**src/hw/rtl/dfd_pkg.sv**
```systemverilog
package dfd_pkg;

  localparam int unsigned OUT_IDX_W = 6;

  localparam logic [15:0] HEADER_RESET = 16'hAA55;
  localparam logic [15:0] TAIL_RESET   = 16'hACBC;

  localparam logic [2:0] ST_OK        = 3'd0;
  localparam logic [2:0] ST_NO_HEADER = 3'd1;
  localparam logic [2:0] ST_BAD_LEN   = 3'd2;
  localparam logic [2:0] ST_BAD_SUM   = 3'd3;
  localparam logic [2:0] ST_BAD_TAIL  = 3'd4;
  localparam logic [2:0] ST_TRUNC     = 3'd5;

  localparam logic REG_HEADER = 1'b0;
  localparam logic REG_TAIL   = 1'b1;

  typedef struct packed {
    logic take;
    logic rd_clear;
    logic rd_issue;
    logic send_word;
  } cmd_t;

  typedef struct packed {
    logic out_free;
    logic res_ok;
    logic rd_last;
  } stat_t;

endpackage

```
**src/hw/rtl/dfd_in_if.sv**
```systemverilog
interface dfd_in_if;
  logic       valid;
  logic       ready;
  logic [7:0] rx_byte;
  logic       window_end;

  modport source (output valid, output rx_byte, output window_end, input ready);
  modport sink (input valid, input rx_byte, input window_end, output ready);
endinterface

```
**src/hw/rtl/dfd_out_if.sv**
```systemverilog
interface dfd_out_if;
  logic                           valid;
  logic                           ready;
  logic [2:0]                     status;
  logic [dfd_pkg::OUT_IDX_W-1:0]  word_index;
  logic [15:0]                    word_value;
  logic                           last;

  modport source (output valid, output status, output word_index, output word_value,
                  output last, input ready);
  modport sink (input valid, input status, input word_index, input word_value,
                input last, output ready);
endinterface

```
**src/hw/rtl/dfd_ctrl.sv**
```systemverilog
module dfd_ctrl (
  input  logic           clk,
  input  logic           rst,
  input  logic           in_valid,
  output logic           in_ready,
  input  dfd_pkg::stat_t stat,
  output dfd_pkg::cmd_t  cmd
);

  typedef enum logic [1:0] {
    S_IDLE,
    S_READ,
    S_SEND
  } state_t;

  state_t state;
  state_t state_next;

  always_comb begin
    in_ready       = (state == S_IDLE) && stat.out_free;
    cmd            = '0;
    cmd.take       = in_valid && in_ready;
    cmd.rd_clear   = cmd.take && stat.res_ok;
    cmd.rd_issue   = (state == S_READ);
    cmd.send_word  = (state == S_SEND) && stat.out_free;
    state_next     = state;
    case (state)
      S_IDLE: begin
        if (cmd.take && stat.res_ok) state_next = S_READ;
      end
      S_READ: begin
        state_next = S_SEND;
      end
      S_SEND: begin
        if (stat.out_free) state_next = stat.rd_last ? S_IDLE : S_READ;
      end
      default: state_next = S_IDLE;
    endcase
  end

  always_ff @(posedge clk) begin
    if (rst) begin
      state <= S_IDLE;
    end else begin
      state <= state_next;
    end
  end

endmodule

```
**src/hw/rtl/dfd_dp.sv**
```systemverilog
module dfd_dp #(
  parameter int unsigned CONTENT_WORDS = 48
) (
  input  logic                          clk,
  input  logic                          rst,
  input  dfd_pkg::cmd_t                 cmd,
  output dfd_pkg::stat_t                stat,
  input  logic [15:0]                   header_word,
  input  logic [15:0]                   tail_word,
  input  logic [7:0]                    rx_byte,
  input  logic                          window_end,
  input  logic                          out_ready,
  output logic                          out_valid,
  output logic [2:0]                    out_status,
  output logic [dfd_pkg::OUT_IDX_W-1:0] out_index,
  output logic [15:0]                   out_value,
  output logic                          out_last
);

  localparam int unsigned FRAME_BYTES = 2 * CONTENT_WORDS + 8;
  localparam int unsigned CNT_W = $clog2(FRAME_BYTES + 1);
  localparam int unsigned K_W = CNT_W - 1;
  localparam int unsigned IDX_W = (CONTENT_WORDS > 1) ? $clog2(CONTENT_WORDS) : 1;
  localparam logic [15:0] LEN_EXPECTED = 16'(2 * CONTENT_WORDS);

  typedef enum logic [1:0] {
    PH_HUNT,
    PH_COLLECT,
    PH_DONE
  } phase_t;

  phase_t           phase;
  phase_t           phase_next;
  logic [7:0]       prev_byte;
  logic [7:0]       prev_byte_next;
  logic [CNT_W-1:0] byte_count;
  logic [CNT_W-1:0] byte_count_next;
  logic [7:0]       low_byte_hold;
  logic [7:0]       low_byte_hold_next;
  logic [15:0]      running_sum;
  logic [15:0]      running_sum_next;
  logic             length_ok;
  logic             length_ok_next;
  logic [15:0]      received_sum;
  logic [15:0]      received_sum_next;

  logic [15:0]      word_store [CONTENT_WORDS];
  logic             wr_en;
  logic [IDX_W-1:0] wr_idx;
  logic [IDX_W-1:0] rd_idx;
  logic [15:0]      rd_data;

  logic [15:0]      word;
  logic [K_W-1:0]   k;
  logic             st_en;
  logic [2:0]       st_code;
  logic             res_ok;

  always_comb begin
    phase_next         = phase;
    prev_byte_next     = prev_byte;
    byte_count_next    = byte_count;
    low_byte_hold_next = low_byte_hold;
    running_sum_next   = running_sum;
    length_ok_next     = length_ok;
    received_sum_next  = received_sum;
    wr_en              = 1'b0;
    word               = {rx_byte, low_byte_hold};
    k                  = byte_count[CNT_W-1:1];
    wr_idx             = IDX_W'(k - K_W'(2));
    st_en              = 1'b0;
    st_code            = dfd_pkg::ST_OK;
    res_ok             = 1'b0;
    if (cmd.take) begin
      case (phase)
        PH_HUNT: begin
          if (byte_count != '0 && prev_byte == header_word[7:0] &&
              rx_byte == header_word[15:8]) begin
            phase_next        = PH_COLLECT;
            byte_count_next   = CNT_W'(2);
            running_sum_next  = header_word;
            length_ok_next    = 1'b0;
            received_sum_next = '0;
          end else begin
            prev_byte_next  = rx_byte;
            byte_count_next = CNT_W'(1);
          end
        end
        PH_COLLECT: begin
          if (!byte_count[0]) begin
            low_byte_hold_next = rx_byte;
          end else if (k == K_W'(1)) begin
            length_ok_next   = (word == LEN_EXPECTED);
            running_sum_next = running_sum + word;
          end else if (k >= K_W'(2) && k < K_W'(2 + CONTENT_WORDS)) begin
            wr_en            = 1'b1;
            running_sum_next = running_sum + word;
          end else if (k == K_W'(2 + CONTENT_WORDS)) begin
            received_sum_next = word;
          end else begin
            phase_next = PH_DONE;
            if (!length_ok) begin
              st_en   = 1'b1;
              st_code = dfd_pkg::ST_BAD_LEN;
            end else if (running_sum != received_sum) begin
              st_en   = 1'b1;
              st_code = dfd_pkg::ST_BAD_SUM;
            end else if (word != tail_word) begin
              st_en   = 1'b1;
              st_code = dfd_pkg::ST_BAD_TAIL;
            end else begin
              res_ok = 1'b1;
            end
          end
          if (phase_next == PH_COLLECT) byte_count_next = byte_count + CNT_W'(1);
        end
        default: ;
      endcase
      if (window_end) begin
        if (!st_en && !res_ok) begin
          if (phase_next == PH_HUNT) begin
            st_en   = 1'b1;
            st_code = dfd_pkg::ST_NO_HEADER;
          end else if (phase_next == PH_COLLECT) begin
            st_en   = 1'b1;
            st_code = dfd_pkg::ST_TRUNC;
          end
        end
        phase_next      = PH_HUNT;
        prev_byte_next  = '0;
        byte_count_next = '0;
      end
    end
  end

  always_ff @(posedge clk) begin
    if (rst) begin
      phase         <= PH_HUNT;
      prev_byte     <= '0;
      byte_count    <= '0;
      low_byte_hold <= '0;
      running_sum   <= '0;
      length_ok     <= 1'b0;
      received_sum  <= '0;
    end else begin
      phase         <= phase_next;
      prev_byte     <= prev_byte_next;
      byte_count    <= byte_count_next;
      low_byte_hold <= low_byte_hold_next;
      running_sum   <= running_sum_next;
      length_ok     <= length_ok_next;
      received_sum  <= received_sum_next;
    end
  end

  always_ff @(posedge clk) begin
    if (cmd.take && wr_en) word_store[wr_idx] <= word;
    if (cmd.rd_issue) rd_data <= word_store[rd_idx];
  end

  always_ff @(posedge clk) begin
    if (rst) begin
      rd_idx <= '0;
    end else if (cmd.rd_clear) begin
      rd_idx <= '0;
    end else if (cmd.send_word) begin
      rd_idx <= rd_idx + IDX_W'(1);
    end
  end

  always_ff @(posedge clk) begin
    if (rst) begin
      out_valid <= 1'b0;
    end else if (cmd.take && st_en) begin
      out_valid <= 1'b1;
    end else if (cmd.send_word) begin
      out_valid <= 1'b1;
    end else if (out_ready) begin
      out_valid <= 1'b0;
    end
  end

  always_ff @(posedge clk) begin
    if (cmd.take && st_en) begin
      out_status <= st_code;
      out_index  <= '0;
      out_value  <= '0;
      out_last   <= 1'b1;
    end else if (cmd.send_word) begin
      out_status <= dfd_pkg::ST_OK;
      out_index  <= dfd_pkg::OUT_IDX_W'(rd_idx);
      out_value  <= rd_data;
      out_last   <= stat.rd_last;
    end
  end

  assign stat.out_free = !out_valid || out_ready;
  assign stat.res_ok   = res_ok;
  assign stat.rd_last  = (rd_idx == IDX_W'(CONTENT_WORDS - 1));

endmodule

```
**src/hw/rtl/download_frame_deframer_unit.sv**
```systemverilog
// A status word is registered and appears in the cycle after the byte that decides it.
// A good frame streams its content words after the completing byte, each word
// through a memory read, then an output load that waits while the output is held.
// Throughput: one byte per cycle while the output is free; input stalls while a good frame's words are sent.
// Reset (rst, synchronous): hunting, counters and sums cleared, header/tail registers to defaults;
// word store contents are undefined until written.
module download_frame_deframer_unit #(
  parameter int unsigned CONTENT_WORDS = 48
) (
  input  logic        clk,
  input  logic        rst,
  dfd_in_if.sink      din,
  dfd_out_if.source   dout,
  input  logic        psel,
  input  logic        penable,
  input  logic        pwrite,
  input  logic [2:0]  paddr,
  input  logic [31:0] pwdata,
  output logic [31:0] prdata,
  output logic        pready
);

  logic [15:0]    header_word;
  logic [15:0]    tail_word;
  dfd_pkg::cmd_t  cmd;
  dfd_pkg::stat_t stat;

  assign pready = 1'b1;

  always_ff @(posedge clk) begin
    if (rst) begin
      header_word <= dfd_pkg::HEADER_RESET;
      tail_word   <= dfd_pkg::TAIL_RESET;
    end else if (psel && penable && pwrite) begin
      case (paddr[2])
        dfd_pkg::REG_HEADER: header_word <= pwdata[15:0];
        dfd_pkg::REG_TAIL:   tail_word   <= pwdata[15:0];
        default: ;
      endcase
    end
  end

  always_comb begin
    case (paddr[2])
      dfd_pkg::REG_HEADER: prdata = {16'h0000, header_word};
      dfd_pkg::REG_TAIL:   prdata = {16'h0000, tail_word};
      default:             prdata = '0;
    endcase
  end

  dfd_ctrl u_ctrl (
    .clk      (clk),
    .rst      (rst),
    .in_valid (din.valid),
    .in_ready (din.ready),
    .stat     (stat),
    .cmd      (cmd)
  );

  dfd_dp #(
    .CONTENT_WORDS (CONTENT_WORDS)
  ) u_dp (
    .clk         (clk),
    .rst         (rst),
    .cmd         (cmd),
    .stat        (stat),
    .header_word (header_word),
    .tail_word   (tail_word),
    .rx_byte     (din.rx_byte),
    .window_end  (din.window_end),
    .out_ready   (dout.ready),
    .out_valid   (dout.valid),
    .out_status  (dout.status),
    .out_index   (dout.word_index),
    .out_value   (dout.word_value),
    .out_last    (dout.last)
  );

endmodule
```
**src/flat_wrapper.sv**
```systemverilog
// flat-port wrapper written by rule: the top's interface ports become plain ports
module download_frame_deframer_unit_flat 
#(
  parameter int unsigned CONTENT_WORDS = 48
)
  (clk, rst, psel, penable, pwrite, paddr, pwdata, prdata, pready, din_valid, din_rx_byte, din_window_end, din_ready, dout_valid, dout_status, dout_word_index, dout_word_value, dout_last, dout_ready);
  dfd_in_if din_i ();
  dfd_out_if dout_i ();
  input  logic clk;
  input  logic rst;
  input  logic psel;
  input  logic penable;
  input  logic pwrite;
  input  logic [2:0] paddr;
  input  logic [31:0] pwdata;
  output logic [31:0] prdata;
  output logic pready;
  input wire logic [$bits(din_i.valid)-1:0] din_valid;
  input wire logic [$bits(din_i.rx_byte)-1:0] din_rx_byte;
  input wire logic [$bits(din_i.window_end)-1:0] din_window_end;
  output wire logic [$bits(din_i.ready)-1:0] din_ready;
  output wire logic [$bits(dout_i.valid)-1:0] dout_valid;
  output wire logic [$bits(dout_i.status)-1:0] dout_status;
  output wire logic [$bits(dout_i.word_index)-1:0] dout_word_index;
  output wire logic [$bits(dout_i.word_value)-1:0] dout_word_value;
  output wire logic [$bits(dout_i.last)-1:0] dout_last;
  input wire logic [$bits(dout_i.ready)-1:0] dout_ready;
  assign din_i.valid = din_valid;
  assign din_i.rx_byte = din_rx_byte;
  assign din_i.window_end = din_window_end;
  assign din_ready = din_i.ready;
  assign dout_valid = dout_i.valid;
  assign dout_status = dout_i.status;
  assign dout_word_index = dout_i.word_index;
  assign dout_word_value = dout_i.word_value;
  assign dout_last = dout_i.last;
  assign dout_i.ready = dout_ready;
  download_frame_deframer_unit #(.CONTENT_WORDS(CONTENT_WORDS)) u_core (.clk(clk), .rst(rst), .din(din_i), .dout(dout_i), .psel(psel), .penable(penable), .pwrite(pwrite), .paddr(paddr), .pwdata(pwdata), .prdata(prdata), .pready(pready));
endmodule
```
**config.mk**
```make
export PLATFORM = sky130hd
export DESIGN_NAME = download_frame_deframer_unit_flat
export DESIGN_NICKNAME = d
export VERILOG_FILES = /design/src/hw/rtl/dfd_pkg.sv /design/src/hw/rtl/dfd_in_if.sv /design/src/hw/rtl/dfd_out_if.sv /design/src/hw/rtl/dfd_ctrl.sv /design/src/hw/rtl/dfd_dp.sv /design/src/hw/rtl/download_frame_deframer_unit.sv /design/src/flat_wrapper.sv
export SDC_FILE = /design/constraint.sdc
export NUM_CORES = 1
export LEC_CHECK = 0
export ABC_AREA = 1
export BUFFER_PORTS_ARGS = -buffer_cell sky130_fd_sc_hd__buf_2
export CORE_ASPECT_RATIO = 1.1
export CORE_MARGIN = 2
export CORE_UTILIZATION = 40
export DETAILED_ROUTE_END_ITERATION = 10
export GPL_TIMING_DRIVEN = 0
export PLACE_DENSITY = 0.61
export SLEW_MARGIN = 20
export SYNTH_ARGS = -nofsm -noshare
export SYNTH_HDL_FRONTEND = slang
export SYNTH_SLANG_ARGS = --single-unit
```
**constraint.sdc**
```tcl
create_clock -name clk -period 3.41 [get_ports clk]
set_input_delay 0.682 -clock clk [delete_from_list [all_inputs] [get_ports clk]]
set_output_delay 0.682 -clock clk [all_outputs]
set_load 0.1 [all_outputs]
```
==> impl_metrics.json, run 1 <==
{
  "place_congestion": 0.9427,
  "syn_avg_cell_area_sq_um": 11.10,
  "clock-sinks": 909,
  "cp-end-kind": "flop",
  "worst_hold_slack_ns": 0.2421,
  "die_h_microns": 325.6,
  "p_clk_share_pct": 45.4,
  "grt_antenna_before_repair": 2,
  "required_ns": 3.91,
  "critPathBufInv": 5,
  "clk_pin_slew_ns": 0.06,
  "yosysSeqAreaShare_pct": 69.32,
  "failed_checks": "negative setup slack",
  "path_common_cell": "buf_2",
  "max_slew_margin_pct": 24.40,
  "clk_path_buf_depth": 3,
  "fin_skew_ns": 0.03204,
  "cap_viol_max_count": 0,
  "fillerInstances": 8477,
  "max_freq_ghz": 0.2874,
  "max_stage_delay_ns": 0.43,
  "leakage_nw": 15.16,
  "die_area_sq_mm": 0.09652,
  "ys_ff_latch": 909,
  "drtPass1Iterations": 8,
  "slew_violations": 0,
  "fin_crit_ns": 3.479,
  "grt_setup_unrepaired": "true",
  "cts_tree": "built",
  "area_growth_pct": 16.39,
  "row_count": 117,
  "status": "complete, but fails checks",
  "grt_pass1_wl_microns": 178100,
  "pwr-share-seq_pct": 51.5,
  "routed_wl_microns": 126100,
  "synth_cells": 3390,
  "multi_input_area_sq_mm": 0.01047,
  "place.port_buffers": 75,
  "vias_per_cell": 5.668,
  "critPathKind": "flop to flop",
  "worstPathMaxFanout": 10,
  "p_int_w": 0.01835,
  "coreArea_sq_mm": 0.09281,
  "hold_class": "primary input to flop",
  "route.antenna.remaining_nets": 0,
  "power_density_mw_per_mm2": 533.9,
  "irDropWorstVdd_v": 0.0003957,
  "insertion_delay_ns": 0.66,
  "drc": 0,
  "wl_per_cell_microns": 25.53,
  "layout_setup_ws_ns": -0.06909,
  "nNetsFinal": 3680,
  "worstMarginPinSlew_ns": 1.133,
  "crit_chain": "buf_2, buf_4, buf_2, buf_2, buf_2, nor2_1, o221ai_1, nand3_1, nand3_1, nand3_1, nand2_1",
  "p_sw_w": 0.005027,
  "overflow": 0,
  "critPathSlowestCell": "o221ai_1",
  "synthDistinctLibCells": 42,
  "yosys_warnings": 0,
  "finalHoldViolCount": 0,
  "finalPower_w": 0.02338,
  "initial_utilization_pct": 40.53,
  "grt_max_degree": 56,
  "dp_hpwl_microns": 81270,
  "drtIter0Drc": 3301,
  "cpLargestDelayFamily": "buffers and inverters",
  "p_comb_share_pct": 3.1,
  "cp.arrival_ns": 3.98,
  "dpl_cell_area_sq_mm": 0.03998,
  "num_vias": 27990,
  "htree_num_levels": 3,
  "die_w_microns": 296.4,
  "cts_buffers": 96,
  "swShare_pct": 21.50,
  "io_pins": 112,
  "start_kind": "flop",
  "drive_above_1_share_pct": 10.54,
  "fin_crit_sh_pct": 102.0,
  "setup_violations": 35,
  "fin_area_sq_mm": 0.04378,
  "cts_root_buffer": "clkbuf_16",
  "grt_use_total_pct": 25.58,
  "register_area_sq_mm": 0.02610,
  "syn_area_sq_mm": 0.03762,
  "grt_pass1_vias": 26070
}
synthesized netlist by cell type (all sizes together):
library cell | count | share of area [%]
a21oi | 99 | 1.3
a22oi | 1 | 0.020
a31oi | 1 | 0.017
and2 | 1 | 0.017
buf | 62 | 0.92
clkbuf | 155 | 1.5
clkinv | 5 | 0.050
conb | 2 | 0.020
dfxtp | 122 | 6.5
edfxtp | 787 | 63
fa | 1 | 0.053
ha | 18 | 0.60
inv | 146 | 1.5
mux2 | 1 | 0.030
nand2 | 483 | 4.9
nand3 | 120 | 1.7
nand3b | 4 | 0.080
nand4 | 35 | 0.58
nor2 | 609 | 6.1
nor3 | 13 | 0.19
nor4 | 1 | 0.017
o211ai | 53 | 1.1
o21a | 1 | 0.020
o21ai | 475 | 6.3
o21bai | 1 | 0.020
o221ai | 46 | 1.1
o22ai | 117 | 1.9
or2 | 4 | 0.067
xnor2 | 11 | 0.26
xor2 | 16 | 0.37
layout make-up:
cell class              instances  area share (%)
flip-flops and latches        909           59.62
clock buffers                 128           5.924
plain buffers                 217           2.140
clock inverters                49           1.295
multi-input cells            2128           23.91
repair buffers                107           2.243
diodes                          1        0.005715
well taps                    1249           3.569
inverters                     151           1.295
state kept, by name, indices dropped and copies added, names as in the netlist, 7 cells and up:
signal	flops
u_core.header_word	16
u_core.u_dp.out_value	16
u_core.u_dp.byte_count	7
u_core.u_dp.prev_byte	8
u_core.u_dp.running_sum	16
u_core.u_dp.low_byte_hold	8
u_core.u_dp.received_sum	16
u_core.u_dp.word_store	768
u_core.u_dp.rd_data	16
u_core.tail_word	16
power by group through the flow:
stage	registers [W]	clock network (W)	logic [W]
after floorplan	0.0123	0	0.000444
after global placement	0.0123	0	0.000703
after detailed placement	0.0123	0	0.000710
after CTS	0.0120	0.0106	0.000714
after global routing	0.0120	0.0111	0.000771
final	0.0121	0.0106	0.000719
metal layers:
metal,global-route usage [%],vias to the layer above,part of all wire [%]
met1,33.58,13720,39
met5,0,-,0.017
li1,-,12480,-
met2,40.92,1483,47
met4,12.90,4,5.6
met3,4.339,299,9.1
repair_timing:
item / 4_1_cts / 5_1_grt
setup endpoints to repair: 312 / 481
hold buffers: 0 / 0
pin swaps: 0 / 23
buffers inserted: 0 / 26
gates cloned: 0 / 0
resized for setup: 20 / 17
cells by family after synthesis:
family,after synthesis,synth area share (%)
AOI/OAI and AO/OA,794,11.80
xor gates and xnor gates,27,0.6286
adders and majority gates,19,0.6519
buffers and inverters,368,3.975
DFF,909,69.32
muxes,1,0.02993
other,2,0.01996
and+or+nand+nor,1270,13.58
placed cells by master (no fill, tap or decap), types with 46 or more instances in the layout:
cell and instances:
clkbuf_1 173, edfxtp_1 787, nand3_1 115, clkbuf_16 97, dfxtp_1 113, o211ai_1 53
o221ai_1 46, a21oi_1 99, inv_1 140, o21ai_0 468, nor2_1 555, buf_2 98
o22ai_1 117, nand2_1 478
final timing paths:
path,slack (ns),from,cells past startpoint,to
setup / recovery,-0.07,u_core.u_dp.rd_idx[0]$_SDFFE_PP0P_,11,u_core.u_dp.rd_data[3]$_DFFE_PN_
hold / removal,0.24,pwdata[11],3,u_core.tail_word[11]$_SDFFE_PP1P_
setup reg to reg,-0.07,u_core.u_dp.rd_idx[0]$_SDFFE_PP0P_,11,u_core.u_dp.rd_data[3]$_DFFE_PN_
hold reg to reg,0.46,u_core.u_dp.out_value[6]$_SDFFE_PP0P_,2,u_core.u_dp.out_value[6]$_SDFFE_PP0P_
per-stage QoR:
stage          TNS [ns]  std cells  utilization [%]  setup slack (ns)
5_1_grt          -8.400       4938            47.17           -0.2123
4_1_cts          -10.92       4910            46.57           -0.1621
6_report         -1.550       4939            47.17          -0.06909
3_3_place_gp    -277.36       4729            42.90           -0.7687
3_5_place_dp    -245.48       4733            43.08           -0.6000
2_1_floorplan    -2.342       3405                -           -0.2619
worst min-delay path, cell delays in order:
cell and delay (ns):
buf_2 0.09, nand2_1 0.05, nand3_1 0.06
No activity file was read; power rests on OpenSTA's default activity.
==> inputs of run 2 (changes only) <==
--- a/config.mk
+++ b/config.mk
@@ -12,7 +12,6 @@
 export CORE_UTILIZATION = 40
 export DETAILED_ROUTE_END_ITERATION = 10
 export GPL_TIMING_DRIVEN = 0
-export PLACE_DENSITY = 0.61
 export SLEW_MARGIN = 20
 export SYNTH_ARGS = -nofsm -noshare
 export SYNTH_HDL_FRONTEND = slang
==> impl_metrics.json, run 2 (synthesis gave the netlist of run 1 again) <==
{
  "p_sw_w": 0.005010,
  "grt_antenna_before_repair": 1,
  "worstMarginPinSlew_ns": 1.098,
  "fin_setup_tns_ns": -6.563,
  "final_cell_mix": "edfxtp_1 (787), nor2_1 (555), nand2_1 (476)",
  "postCtsHoldBufs": 0,
  "drtPass1Iterations": 8,
  "row_count": 117,
  "fin_crit_ns": 3.593,
  "overflow": 0,
  "place.port_buffers": 75,
  "clk_path_buf_depth": 3,
  "die_area_sq_mm": 0.09652,
  "die_w_microns": 296.4,
  "clock-sinks": 909,
  "irDropWorstVdd_v": 0.0004154,
  "register_area_sq_mm": 0.02610,
  "initial_utilization_pct": 40.53,
  "fillerInstances": 8529,
  "worst_hold_slack_ns": 0.2548,
  "mostFrequentLayoutCell": "edfxtp_1",
  "vias_per_cell": 5.652,
  "cp.arrival_ns": 3.84,
  "layout_setup_ws_ns": -0.1830,
  "dp_hpwl_microns": 82150,
  "failed_checks": "negative setup slack",
  "p_clk_share_pct": 44.9,
  "largest_register_ffs": 768,
  "fin_area_sq_mm": 0.04333,
  "cts_tree": "built",
  "required_ns": 3.65,
  "coreArea_sq_mm": 0.09281,
  "power_density_mw_per_mm2": 534.7,
  "cp-end-kind": "flop",
  "routed_wl_microns": 126200,
  "htree_num_levels": 3,
  "route.antenna.remaining_nets": 0,
  "nNetsFinal": 3658,
  "die_h_microns": 325.6,
  "finalPower_w": 0.02317,
  "wl_per_cell_microns": 25.69,
  "pwr-share-seq_pct": 52.0,
  "clk_pin_slew_ns": 0.06,
  "fin_skew_ns": 0.04613,
  "p_comb_share_pct": 3.1,
  "swShare_pct": 21.63,
  "start_kind": "flop",
  "slew_violations": 0,
  "num_vias": 27770,
  "cts_root_buffer": "clkbuf_16",
  "max_slew_margin_pct": 26.78,
  "worstPathMaxFanout": 16,
  "drc": 0,
  "cts_buffers": 95,
  "place_congestion": 0.9456,
  "finalHoldViolCount": 0,
  "setup_violations": 50,
  "io_pins": 112,
  "grt_setup_unrepaired": "true",
  "cap_viol_max_count": 0,
  "leakage_nw": 14.99,
  "status": "complete, but fails checks",
  "drive_above_1_share_pct": 10.26,
  "grt_pass1_wl_microns": 178800,
  "dp_slack_ns": -0.5247,
  "grt_max_degree": 56,
  "fin_crit_sh_pct": 105.4,
  "insertion_delay_ns": 0.67,
  "hold_class": "primary input to flop",
  "critPathKind": "flop to flop",
  "multi_input_area_sq_mm": 0.01046,
  "p_int_w": 0.01816,
  "grt_pass1_vias": 26160,
  "drtIter0Drc": 3509,
  "largest_register": "u_core.u_dp.word_store",
  "antenna_cells": 0,
  "max_freq_ghz": 0.2783,
  "grt_use_total_pct": 25.73,
  "dpl_cell_area_sq_mm": 0.04000,
  "area_growth_pct": 15.18
}
## run 2: cell types whose count changed in the layout (fill, tap and decap cells not counted), moves of 3 or more
cell / previous run / this run
clkinv_2: 12 / 22
buf_12: 26 / 6
clkbuf_1: 173 / 162
clkinv_1: 19 / 22
clkbuf_4: 0 / 3
## run 2: path summary, 6_finish.rpt
path,startpoint,to,slack [ns],depth (start not counted)
max,u_core.u_dp.out_valid$_SDFFE_PP0P_,u_core.u_dp.word_store[39][1]$_DFFE_PP_,-0.18,9
min,pwdata[11],u_core.tail_word[11]$_SDFFE_PP1P_,0.25,3
max reg2reg,u_core.u_dp.out_valid$_SDFFE_PP0P_,u_core.u_dp.word_store[39][1]$_DFFE_PP_,-0.18,9
min reg2reg,u_core.u_dp.out_value[6]$_SDFFE_PP0P_,u_core.u_dp.out_value[6]$_SDFFE_PP0P_,0.46,2
## run 2: power by group through the flow
stage | Clock (W) | Combinational [W] | Sequential [W]
after global placement | 0 | 0.000705 | 0.0123
after CTS | 0.0104 | 0.000722 | 0.0120
final | 0.0104 | 0.000728 | 0.0120
after detailed placement | 0 | 0.000718 | 0.0123
after floorplan | 0 | 0.000444 | 0.0123
after global routing | 0.0109 | 0.000784 | 0.0120
## run 2: through the flow
step	cells	utilization [%]
2_1_floorplan	3405	-
3_3_place_gp	4729	42.90
6_report	4914	46.68
5_1_grt	4914	46.68
4_1_cts	4908	46.46
3_5_place_dp	4734	43.10
## run 2: area by class of cell
| class | instances | share of cell area, % |
|---|---|---|
| well taps | 1249 | 3.607 |
| inverters | 151 | 1.308 |
| clock inverters | 59 | 1.250 |
| flip-flops and latches | 909 | 60.25 |
| repair buffers | 86 | 1.380 |
| clock buffers | 115 | 5.877 |
| plain buffers | 217 | 2.180 |
| multi-input cells | 2128 | 24.15 |
## run 2: critical path: stages, from the launching register on
cell	delay [ns]
dfxtp_2	0.31
inv_1	0.04
nor2_1	0.13
nor3_4	0.24
nand2_2	0.20
inv_1	0.21
nand4_1	0.12
nor2_1	0.29
nand2_1	0.58
nor2_2	1.04
## run 2: repair_timing
| item | 4_1_cts | 5_1_grt |
|---|---|---|
| setup buffers | 0 | 5 |
| endpoints found under the hold margin | 0 | 0 |
| pin swaps | 0 | 7 |
| endpoints found under the setup margin | 211 | 395 |
| gates resized for setup | 7 | 35 |
| cloned | 0 | 0 |
## run 2: routing by layer
| metal | global-route usage (%) | vias to the layer above | wire length (microns) |
|---|---|---|---|
| met5 | 0 | - | 18 |
| met3 | 4.326 | 292 | 11670 |
| li1 | - | 12430 | - |
| met2 | 41.65 | 1474 | 59410 |
| met4 | 13.22 | 2 | 7159 |
| met1 | 33.24 | 13580 | 47960 |
